File: src/hw/rtl/scl_pkg.sv
// Shared types and constants for the shell command-line lexer.
// Character codes, token kind codes, lexer mode encoding and the queued result entry.
// No dependencies.
package scl_pkg;

    // lexer modes, one-hot
    typedef enum logic [4:0] {
        MODE_IDLE    = 5'b00001,
        MODE_WORD    = 5'b00010,
        MODE_QUOTED  = 5'b00100,
        MODE_PEND_LT = 5'b01000,
        MODE_PEND_GT = 5'b10000
    } lex_mode_t;

    // token kinds
    localparam logic [2:0] KIND_WORD    = 3'd0;
    localparam logic [2:0] KIND_PIPE    = 3'd1;
    localparam logic [2:0] KIND_IN      = 3'd2;
    localparam logic [2:0] KIND_OUT     = 3'd3;
    localparam logic [2:0] KIND_HEREDOC = 3'd4;
    localparam logic [2:0] KIND_APPEND  = 3'd5;
    localparam logic [2:0] KIND_EOL     = 3'd6;

    // characters
    localparam logic [7:0] CH_SPACE  = 8'h20;
    localparam logic [7:0] CH_TAB    = 8'h09;
    localparam logic [7:0] CH_FF_MAX = 8'h0d;
    localparam logic [7:0] CH_LT     = 8'h3c;
    localparam logic [7:0] CH_GT     = 8'h3e;
    localparam logic [7:0] CH_PIPE   = 8'h7c;
    localparam logic [7:0] CH_SQUOTE = 8'h27;
    localparam logic [7:0] CH_DQUOTE = 8'h22;

    typedef struct packed {
        logic [2:0]  kind;
        logic [11:0] start_pos;
        logic [12:0] end_pos;
        logic        too_long;
        logic        last;
    } tok_t;

endpackage

File: src/hw/rtl/shell_command_line_lexer.sv
// Top level of the shell command-line lexer: character state machine and result queue.
// Depends on scl_pkg (mode enum, token kinds, character codes, tok_t).
//
// Usage:
//   Input channel (s_): one request per character, s_tdata[7:0] = ch; s_tuser = end_of_line.
//   An end-of-line request flushes any open word or held '<' / '>' and then yields an
//   end-of-line token; lexer state then returns to its reset values.
//   Output channel (m_): one request per token. m_tdata = {end_pos, start_pos}, m_tuser =
//   {too_long, token_kind}, m_tlast marks the final token caused by one input request.
//   A request yields zero, one or two tokens.
// Timing:
//   Each character is lexed in the cycle it is accepted; its tokens enter a 4-entry result
//   queue and are shown on m_ from it in order. One request per cycle is sustained while
//   each yields at most one token and the receiver takes one per cycle. s_tready is high while
//   two entries are free, so a stalled receiver fills the queue until the input side stops.
// Reset:
//   aresetn low (synchronous) empties the queue and returns the lexer to idle at position 0.
//   MAX_LINE sets the saturation point for positions; past it too_long is raised.
module shell_command_line_lexer #(
    parameter int MAX_LINE = 4096
) (
    input  logic        aclk,
    input  logic        aresetn,
    input  logic        s_tvalid,
    output logic        s_tready,
    input  logic [7:0]  s_tdata,   // [7:0] ch
    input  logic        s_tuser,   // [0] end_of_line
    output logic        m_tvalid,
    input  logic        m_tready,
    output logic [31:0] m_tdata,   // [11:0] start_pos, [24:12] end_pos, [31:25] zero
    output logic [3:0]  m_tuser,   // [2:0] token_kind, [3] too_long
    output logic        m_tlast
);

    localparam int PW = $clog2(MAX_LINE + 1);
    localparam int SW = $clog2(MAX_LINE);
    localparam logic [PW-1:0] POS_MAX  = PW'(MAX_LINE);
    localparam logic [PW-1:0] POS_LAST = PW'(MAX_LINE - 1);

    function automatic scl_pkg::tok_t mk_tok(logic [2:0] kind, logic [31:0] s,
                                             logic [31:0] e, logic tl);
        scl_pkg::tok_t t;
        t.kind      = kind;
        t.start_pos = s[11:0];
        t.end_pos   = e[12:0];
        t.too_long  = tl;
        t.last      = 1'b0;
        return t;
    endfunction

    scl_pkg::lex_mode_t mode_reg, mode_next;
    logic               qd_reg, qd_next;
    logic [SW-1:0]      ws_reg, ws_next;
    logic [PW-1:0]      pos_reg, pos_next;
    logic               ovf_reg, ovf_next;

    scl_pkg::tok_t      tok_a, tok_b;
    logic               a_vld, b_vld;
    logic [PW-1:0]      cur, idx, ws_inc, eol_s;
    logic               go_idle, tl;
    logic [7:0]         c;
    logic               c_space, c_quote, c_op;

    scl_pkg::tok_t      q_reg [4];
    logic [1:0]         wp_reg, rp_reg;
    logic [2:0]         cnt_reg;
    logic               s_fire, m_fire;
    logic [1:0]         push_n;

    assign s_fire  = s_tvalid && s_tready;
    assign m_fire  = m_tvalid && m_tready;
    assign s_tready = (cnt_reg <= 3'd2);
    assign m_tvalid = (cnt_reg != 3'd0);
    assign m_tdata  = {7'd0, q_reg[rp_reg].end_pos, q_reg[rp_reg].start_pos};
    assign m_tuser  = {q_reg[rp_reg].too_long, q_reg[rp_reg].kind};
    assign m_tlast  = q_reg[rp_reg].last;

    assign c       = s_tdata;
    assign c_space = (c == scl_pkg::CH_SPACE) || (c >= scl_pkg::CH_TAB && c <= scl_pkg::CH_FF_MAX);
    assign c_quote = (c == scl_pkg::CH_SQUOTE) || (c == scl_pkg::CH_DQUOTE);
    assign c_op    = (c == scl_pkg::CH_LT) || (c == scl_pkg::CH_GT) || (c == scl_pkg::CH_PIPE);
    assign ws_inc  = PW'(ws_reg) + 1'b1;
    assign eol_s   = (pos_reg < POS_MAX) ? pos_reg : POS_LAST;

    always_comb begin
        mode_next = mode_reg;
        qd_next   = qd_reg;
        ws_next   = ws_reg;
        pos_next  = pos_reg;
        ovf_next  = ovf_reg;
        a_vld     = 1'b0;
        b_vld     = 1'b0;
        go_idle   = 1'b0;
        cur       = pos_reg;
        idx       = pos_reg;
        tl        = ovf_reg;
        tok_a     = mk_tok(scl_pkg::KIND_WORD, 32'd0, 32'd0, 1'b0);
        tok_b     = mk_tok(scl_pkg::KIND_WORD, 32'd0, 32'd0, 1'b0);
        if (s_tuser) begin
            unique case (mode_reg)
                scl_pkg::MODE_WORD, scl_pkg::MODE_QUOTED: begin
                    a_vld = 1'b1;
                    tok_a = mk_tok(scl_pkg::KIND_WORD, 32'(ws_reg), 32'(pos_reg), tl);
                end
                scl_pkg::MODE_PEND_LT: begin
                    a_vld = 1'b1;
                    tok_a = mk_tok(scl_pkg::KIND_IN, 32'(ws_reg), 32'(ws_inc), tl);
                end
                scl_pkg::MODE_PEND_GT: begin
                    a_vld = 1'b1;
                    tok_a = mk_tok(scl_pkg::KIND_OUT, 32'(ws_reg), 32'(ws_inc), tl);
                end
                default: begin
                    a_vld = 1'b0;
                end
            endcase
            b_vld     = 1'b1;
            tok_b     = mk_tok(scl_pkg::KIND_EOL, 32'(eol_s), 32'(pos_reg), tl);
            mode_next = scl_pkg::MODE_IDLE;
            qd_next   = 1'b0;
            ws_next   = '0;
            pos_next  = '0;
            ovf_next  = 1'b0;
        end else begin
            if (pos_reg >= POS_MAX) begin
                ovf_next = 1'b1;
                cur      = POS_MAX;
                idx      = POS_LAST;
            end else begin
                pos_next = pos_reg + 1'b1;
            end
            tl = ovf_next;
            unique case (mode_reg)
                scl_pkg::MODE_QUOTED: begin
                    if (c == (qd_reg ? scl_pkg::CH_DQUOTE : scl_pkg::CH_SQUOTE)) begin
                        mode_next = scl_pkg::MODE_WORD;
                    end
                end
                scl_pkg::MODE_WORD: begin
                    if (c_quote) begin
                        mode_next = scl_pkg::MODE_QUOTED;
                        qd_next   = (c == scl_pkg::CH_DQUOTE);
                    end else if (c_space || c_op) begin
                        a_vld     = 1'b1;
                        tok_a     = mk_tok(scl_pkg::KIND_WORD, 32'(ws_reg), 32'(cur), tl);
                        mode_next = scl_pkg::MODE_IDLE;
                        go_idle   = 1'b1;
                    end
                end
                scl_pkg::MODE_PEND_LT, scl_pkg::MODE_PEND_GT: begin
                    a_vld     = 1'b1;
                    mode_next = scl_pkg::MODE_IDLE;
                    if (c == ((mode_reg == scl_pkg::MODE_PEND_LT) ? scl_pkg::CH_LT
                                                                  : scl_pkg::CH_GT)) begin
                        tok_a = mk_tok((mode_reg == scl_pkg::MODE_PEND_LT) ?
                                       scl_pkg::KIND_HEREDOC : scl_pkg::KIND_APPEND,
                                       32'(ws_reg), 32'(idx) + 32'd1, tl);
                    end else begin
                        tok_a = mk_tok((mode_reg == scl_pkg::MODE_PEND_LT) ?
                                       scl_pkg::KIND_IN : scl_pkg::KIND_OUT,
                                       32'(ws_reg), 32'(ws_inc), tl);
                        go_idle = 1'b1;
                    end
                end
                default: begin
                    mode_next = scl_pkg::MODE_IDLE;
                    go_idle   = 1'b1;
                end
            endcase
            if (go_idle && !c_space) begin
                if (c == scl_pkg::CH_PIPE) begin
                    b_vld = 1'b1;
                    tok_b = mk_tok(scl_pkg::KIND_PIPE, 32'(idx), 32'(idx) + 32'd1, tl);
                end else begin
                    ws_next = SW'(idx);
                    if (c == scl_pkg::CH_LT) begin
                        mode_next = scl_pkg::MODE_PEND_LT;
                    end else if (c == scl_pkg::CH_GT) begin
                        mode_next = scl_pkg::MODE_PEND_GT;
                    end else if (c_quote) begin
                        mode_next = scl_pkg::MODE_QUOTED;
                        qd_next   = (c == scl_pkg::CH_DQUOTE);
                    end else begin
                        mode_next = scl_pkg::MODE_WORD;
                    end
                end
            end
        end
        tok_a.last = !b_vld;
        tok_b.last = 1'b1;
    end

    assign push_n = s_fire ? (2'(a_vld) + 2'(b_vld)) : 2'd0;

    always_ff @(posedge aclk) begin
        if (!aresetn) begin
            mode_reg <= scl_pkg::MODE_IDLE;
            qd_reg   <= 1'b0;
            ws_reg   <= '0;
            pos_reg  <= '0;
            ovf_reg  <= 1'b0;
            wp_reg   <= '0;
            rp_reg   <= '0;
            cnt_reg  <= '0;
        end else begin
            if (s_fire) begin
                mode_reg <= mode_next;
                qd_reg   <= qd_next;
                ws_reg   <= ws_next;
                pos_reg  <= pos_next;
                ovf_reg  <= ovf_next;
            end
            wp_reg  <= wp_reg + push_n;
            rp_reg  <= rp_reg + 2'(m_fire);
            cnt_reg <= cnt_reg + 3'(push_n) - 3'(m_fire);
        end
    end

    // result queue storage
    always_ff @(posedge aclk) begin
        if (s_fire) begin
            if (a_vld) begin
                q_reg[wp_reg] <= tok_a;
                if (b_vld) begin
                    q_reg[wp_reg + 2'd1] <= tok_b;
                end
            end else if (b_vld) begin
                q_reg[wp_reg] <= tok_b;
            end
        end
    end

    a_queue_bound: assert property (@(posedge aclk) disable iff (!aresetn)
        cnt_reg <= 3'd4)
        else $error("result queue overfilled");

    a_eol_yields: assert property (@(posedge aclk) disable iff (!aresetn)
        s_fire && s_tuser |-> push_n != 2'd0)
        else $error("end of line produced no token");

    a_eol_resets: assert property (@(posedge aclk) disable iff (!aresetn)
        s_fire && s_tuser |=> mode_reg == scl_pkg::MODE_IDLE && pos_reg == '0 && !ovf_reg)
        else $error("lexer state not cleared after end of line");

    a_pos_sat: assert property (@(posedge aclk) disable iff (!aresetn)
        pos_reg <= POS_MAX)
        else $error("position beyond saturation");

    a_ovf_sat: assert property (@(posedge aclk) disable iff (!aresetn)
        ovf_reg |-> pos_reg == POS_MAX)
        else $error("overflow flag without saturated position");

endmodule
File: config.mk
export PLATFORM = sky130hd
export DESIGN_NAME = shell_command_line_lexer
export DESIGN_NICKNAME = d
export VERILOG_FILES = /design/src/hw/rtl/scl_pkg.sv /design/src/hw/rtl/shell_command_line_lexer.sv
export SDC_FILE = /design/constraint.sdc
export NUM_CORES = 1
export LEC_CHECK = 0
export BUFFER_PORTS_ARGS = -buffer_cell sky130_fd_sc_hd__buf_4
export CAP_MARGIN = 0
export CORE_ASPECT_RATIO = 1.5
export CORE_UTILIZATION = 53
export CTS_CLUSTER_SIZE = 12
export DETAILED_ROUTE_END_ITERATION = 8
export PLACE_DENSITY = 0.76
export SLEW_MARGIN = 20
export SYNTH_ARGS = -nofsm -noshare
export SYNTH_HDL_FRONTEND = slang
export SYNTH_SLANG_ARGS = --single-unit
File: constraint.sdc
create_clock -name aclk -period 7.55 [get_ports aclk]
set_clock_uncertainty 0.05 [all_clocks]
set_input_delay 0 -clock aclk [delete_from_list [all_inputs] [get_ports aclk]]
set_output_delay 0 -clock aclk [all_outputs]
set_load 0.005 [all_outputs]
==> flow_metrics.tcl, run 1 <==
set metrics [dict create \
    required_ns 7.66 \
    io_buffers 44 \
    finalMaxSlewViolations 0 \
    min_period_ns 4.72 \
    r2r-start "mode_reg[3]" \
    worstSkewPairLatency_ns 0.44 \
    yosysSeqAreaShare 0.478 \
    drc 0 \
    cts_tree "built" \
    drtPass1Iterations 7 \
    place_congestion 1.04 \
    n_antenna_cell 0 \
    antenna_found_initial 0 \
    switching_share 0.297 \
    multi_input_area_um2 4370 \
    crit_type "flop to flop" \
    status "completed" \
    io_pins 52 \
    initial_core_util 0.542 \
    n_fill_cell 1359 \
    max-cap-violations 0 \
    grt_start_max_net_pins 34 \
    wl_per_cell_um 24.2 \
    crit_path_end_kind "flop" \
    rsz0062_at_grt "false" \
    die_y_um 162 \
    core_area_um2 16800 \
    grt_overflow 0 \
    cts_buffers 17 \
    fp.dieW_um 109 \
    syn_area_per_cell_um2 10.6 \
    die_area_um2 17700 \
    cp-startpoint "mode_reg[3]" \
    async_flop_share 0 \
    hpwl_um 18700 \
    final.period_utilization 0.625 \
    hp-class "input pin to flop" \
    synth.top_cell.area_share 0.383 \
    ir_worst_vdd_mv 0.180 \
    setup_viol 0 \
    cts_resized 0 \
    grt_pass1_vias 7241 \
    num_rows 58 \
    ys_ff_latch 159 \
    syn_area_um2 9090 \
    fin_total_pwr_mw 2.40 \
    syn2layout_area_growth_pct 11.6 \
    hold_violations 0 \
    totalNegativeSetupSlack_ns 0 \
    max_slew.worst_pin.slew_ns 1.06 \
    synthCells 858 \
    synthMostInstantiatedCell "edfxtp_1" \
    root_buffer "clkbuf_16" \
    synth_edf_count 116 \
    relSlewSlack 0.288 \
    switchingPower_uw 714 \
    netlist_top_cells_count "edfxtp_1 (116), o22ai_1 (88), nand2_1 (82)" \
    cp-start-kind "flop" \
    drt_iter0_markers 914 \
    p_leak_nw 3.13 \
    cts.sink_count 159 \
    vias 7648 \
    post-synth-top-area-cell "edfxtp_1" \
    holdPathStages 4 \
    vias_per_cell 6.98 \
    grt_usage 0.311 \
    cellPowerDensity_nw_per_um2 237 \
    yosys_warnings 0 \
    p_int_mw 1.69 \
    grt_first_pass_wirelength_um 41000 \
    seqCellArea_um2 4350 \
    cp_data_arrival_time_ns 4.83 \
    clkTransAtPathRegs_ns 0.07 \
    clkPwrFrac 0.355 \
    r2r_cells 12 \
    combPwrFrac 0.222 \
    nets 898 \
    clock_path_buffers 2 \
    cp_max_fo 21 \
    largest_reg_flops 120 \
    synthFlopType "edfxtp_1" \
    postRouteAntennaNets 0 \
    drt_wl_total_um 26500 \
    power_frac_seq 0.423 \
    netlist_top_cells_area "edfxtp_1 (38%), dfxtp_1 (9.5%), mux4_2 (7.4%)" \
    hp-start "s_tdata[0]" \
    htree_levels 4 \
    ys_types 80 \
    fmaxAchievable_mhz 212 \
    drive_gt1_frac 0.170 \
]
area by class of cell:
type	instances	area share
Clock buffer	17	0.0419
Multi-Input combinational cell	612	0.430
Inverter	19	0.00715
Sequential cell	159	0.428
Clock inverter	15	0.0164
Tap cell	210	0.0259
Timing Repair Buffer	64	0.0498
metrics by stage:
stage	setup WS [ns]	hold WS, ns	std cells	instance area [µm²]	util
2_1_floorplan	3.47	0.146	864	9110	-
3_3_place_gp	3.07	0.291	1054	9450	0.564
3_5_place_dp	2.99	0.289	1054	9450	0.564
4_1_cts	3.00	0.0357	1096	10100	0.605
5_1_grt	2.70	0.0627	1096	10100	0.605
6_report	2.83	0.0538	1096	10100	0.605
worst paths after layout:
kind | endpoint | slack, ns
max reg2reg | q_reg[3][29] | 2.83
max | q_reg[3][29] | 2.83
min reg2reg | ovf_reg | 0.43
min | mode_reg[2] | 0.05
layout by cell type, fill, tap and decap left out, types with 5 or more instances in the layout:
cell type	count
edfxtp_1	116
ha_1	11
dfxtp_1	42
xnor2_1	15
inv_1	18
o21ai_0	36
and2_1	13
nor2b_1	7
mux2i_1	7
buf_4	54
dlygate4sd3_1	10
xor2_1	12
a31oi_1	6
a21oi_1	26
or3_1	5
conb_1	7
o22ai_1	88
o21ai_1	6
and3_1	5
a32oi_1	6
mux4_2	30
nand4_1	10
nand2_1	82
and4_1	5
o2bb2ai_1	17
nor3_1	17
nand2b_1	8
o32ai_1	5
nor2_1	50
clkbuf_16	17
nand3_1	29
o211ai_1	7
a22o_1	11
per-layer routing:
| layer | vias up | part of all wire | GRT usage | routed length, µm |
|---|---|---|---|---|
| li1 | 3373 | - | - | - |
| met1 | 3687 | 0.37 | 0.379 | 9850 |
| met2 | 486 | 0.50 | 0.523 | 13400 |
| met3 | 102 | 0.080 | 0.0580 | 2120 |
| met4 | 0 | 0.045 | 0.150 | 1200 |
| met5 | - | 0 | 0 | 0 |
power groups by stage:
stage	Clock (mW)	Combinational (mW)	Sequential [mW]
2_1_floorplan	0	0.356	1.02
3_3_place_gp	0	0.524	1.03
3_5_place_dp	0	0.530	1.04
4_1_cts	0.856	0.535	1.02
5_1_grt	0.886	0.581	1.02
6_report	0.853	0.533	1.02
logic make-up (layout without fill, tap and decap cells):
| group | Yosys count | count (layout) | synth area share |
|---|---|---|---|
| multiplexers | 41 | 41 | 0.0870 |
| other | 1 | 7 | 0.000413 |
| adder cells (fa/ha/maj) | 12 | 12 | 0.0173 |
| AO/OA/AOI/OAI | 265 | 265 | 0.201 |
| flip-flops | 159 | 159 | 0.478 |
| buffers and inverters | 93 | 115 | 0.0442 |
| XOR/XNOR | 27 | 27 | 0.0260 |
| AND/OR/NAND/NOR | 260 | 260 | 0.146 |
worst max-delay path, cell delays in order, from the launching register on:
cell and delay [ns]:
dfxtp_1 0.33, or3_4 0.41, nor2_1 0.34, o21ai_2 0.19, a21oi_1 0.43, inv_1 0.27, ha_1 0.30, or3_1 0.39
a21oi_2 0.25, nor2_2 0.10, nand3_1 0.58, nand2_1 0.42, buf_4 0.36
timing repair:
item	CTS	global route
hold buffers	10	0
endpoints found under the hold margin	14	0
setup buffers	0	0
endpoints found under the setup margin	0	0
Note: power is estimated with default switching activity, not from simulation.
==> run 2, diff against run 1 <==
clock period = 4.75 ns   (was 7.55 ns; I/O delays follow)
==> run 2 against run 1 <==
Net effect:
- the run now ends with hold timing left
- via count rose by 0.92%
- flip-flop and latch count is the same
- final cell count rose by 1.3%
- count of clock-buffer cells in the layout is 1 higher
- worst hold slack lost 0.060 ns
- core utilization rose by 0.57 points
- combinational power is 67% higher
- sequential share of layout area fell by 0.40 points
- largest cell class unchanged
==> flow_metrics.tcl, run 2 (synthesized netlist as in run 1, its figures left out) <==
set metrics [dict create \
    grt_first_pass_wirelength_um 41400 \
    grt_pass1_vias 7372 \
    crit_slowest_cell "a21oi_1" \
    crit_path_end_kind "flop" \
    die_y_um 162 \
    switching_share 0.294 \
    required_ns 4.84 \
    cellPowerDensity_nw_per_um2 371 \
    hpwl_um 18400 \
    setup_viol 0 \
    num_rows 58 \
    root_buffer "clkbuf_16" \
    cts_buffers 17 \
    relSlewSlack 0.308 \
    cts_resized 0 \
    hp-class "input pin to flop" \
    cts.sink_count 159 \
    drive_gt1_frac 0.182 \
    violations "hold timing" \
    r2r-start "mode_reg[3]" \
    grt_start_max_net_pins 34 \
    postRouteAntennaNets 0 \
    fin_area_um2 10200 \
    max_slew.worst_pin.slew_ns 1.03 \
    fp.dieW_um 109 \
    nets 912 \
    final.period_utilization 0.897 \
    final_cell_mix "edfxtp_1 (116), o22ai_1 (88), nand2_1 (82)" \
    combPwrFrac 0.233 \
    path_cells "or3_4, nor2_1, o21ai_2, a21oi_1, inv_1, ha_1, or3_1, a21oi_2, nor2_2, nand3_1, buf_4, nand2_1, buf_4" \
    antenna_found_initial 0 \
    drt_wl_total_um 26700 \
    max-cap-violations 0 \
    cp_common_cell "buf_4" \
    io_pins 52 \
    fmaxAchievable_mhz 235 \
    largest_reg_flops 120 \
    place_congestion 1.03 \
    placed_cell_area_um2 9590 \
    die_area_um2 17700 \
    drc 0 \
    vias 7718 \
    vias_per_cell 6.95 \
    n_antenna_cell 0 \
    initial_core_util 0.542 \
    cp-start-kind "flop" \
    cts_tree "built" \
    rsz0062_at_grt "false" \
    totalNegativeSetupSlack_ns 0 \
    min_period_ns 4.26 \
    max_stage_delay_ns 0.44 \
    clkPwrFrac 0.345 \
    io_buffers 44 \
    hp-start "m_tready" \
    power_frac_seq 0.422 \
    grt_usage 0.316 \
    grt_overflow 0 \
    drt_iter0_markers 976 \
    syn2layout_area_growth_pct 12.7 \
    ir_worst_vdd_mv 0.226 \
    htree_levels 4 \
    switchingPower_mw 1.12 \
    hold_ws_ns -0.00639 \
    finalMaxSlewViolations 0 \
    hold_violations 1 \
    wl_per_cell_um 24.1 \
    final_common_cell "edfxtp_1" \
    p_int_mw 2.69 \
    cp_max_fo 27 \
    p_leak_nw 3.17 \
    cp_data_arrival_time_ns 4.35 \
    clkTransAtPathRegs_ns 0.07 \
    crit_type "flop to flop" \
    clock_path_buffers 2 \
    cp-startpoint "mode_reg[3]" \
    drtPass1Iterations 6 \
    worstSkewPairLatency_ns 0.44 \
    status "finished, violations left" \
    core_area_um2 16800 \
]
run 2: critical path, delay by kind of cell (launching register included):
kind	cells	cell delay, ns
buffers and inverters	3	0.78
adder cells (fa/ha/maj)	1	0.31
flip-flops	1	0.33
AND/OR/NAND/NOR	6	1.57
AO/OA/AOI/OAI	3	0.91
run 2: final timing paths:
check | endpoint | slack, ns | cells after the start
max | q_reg[3][9] | 0.49 | 13
min | rp_reg[0] | -0.006 | 4
max reg2reg | q_reg[3][9] | 0.49 | 13
min reg2reg | ovf_reg | 0.44 | 2
run 2: layout make-up:
| cell class | instances | area, µm² |
|---|---|---|
| fill | 1357 | 6530 |
| timing repair buffer | 78 | 633 |
| multi-input combinational | 612 | 4370 |
| sequential | 159 | 4350 |
| clock inverter | 14 | 130 |
| inverter | 19 | 72.6 |
| clock buffer | 18 | 429 |
| tap | 210 | 263 |
run 2: through the flow:
step            util  worst slack, ns  total power, mW  cells
4_1_cts        0.611            0.657             3.80   1110
3_3_place_gp   0.572            0.899             2.51   1069
6_report       0.611            0.490             3.80   1110
3_5_place_dp   0.572            0.764             2.51   1069
5_1_grt        0.611            0.313             3.95   1110
2_1_floorplan      -            0.666             2.18    864
run 2: what timing repair did:
item / CTS / global route
hold buffers: 9 / 0
hold endpoints to repair: 14 / 0
setup buffers: 0 / 0
run 2: metal layers:
metal / vias to the layer above / part of all wire / routed length, µm / track usage
met5: - / 0 / 0 / 0
met4: 0 / 0.060 / 1610 / 0.185
met3: 124 / 0.087 / 2330 / 0.0576
met2: 531 / 0.48 / 13000 / 0.515
met1: 3679 / 0.37 / 9840 / 0.389
li1: 3384 / - / - / -
run 2: power groups by stage:
stage | Sequential [mW] | Clock [mW] | Combinational [mW]
2_1_floorplan | 1.61 | 0 | 0.565
3_3_place_gp | 1.63 | 0 | 0.876
3_5_place_dp | 1.63 | 0 | 0.883
4_1_cts | 1.60 | 1.31 | 0.892
5_1_grt | 1.61 | 1.37 | 0.972
6_report | 1.60 | 1.31 | 0.888
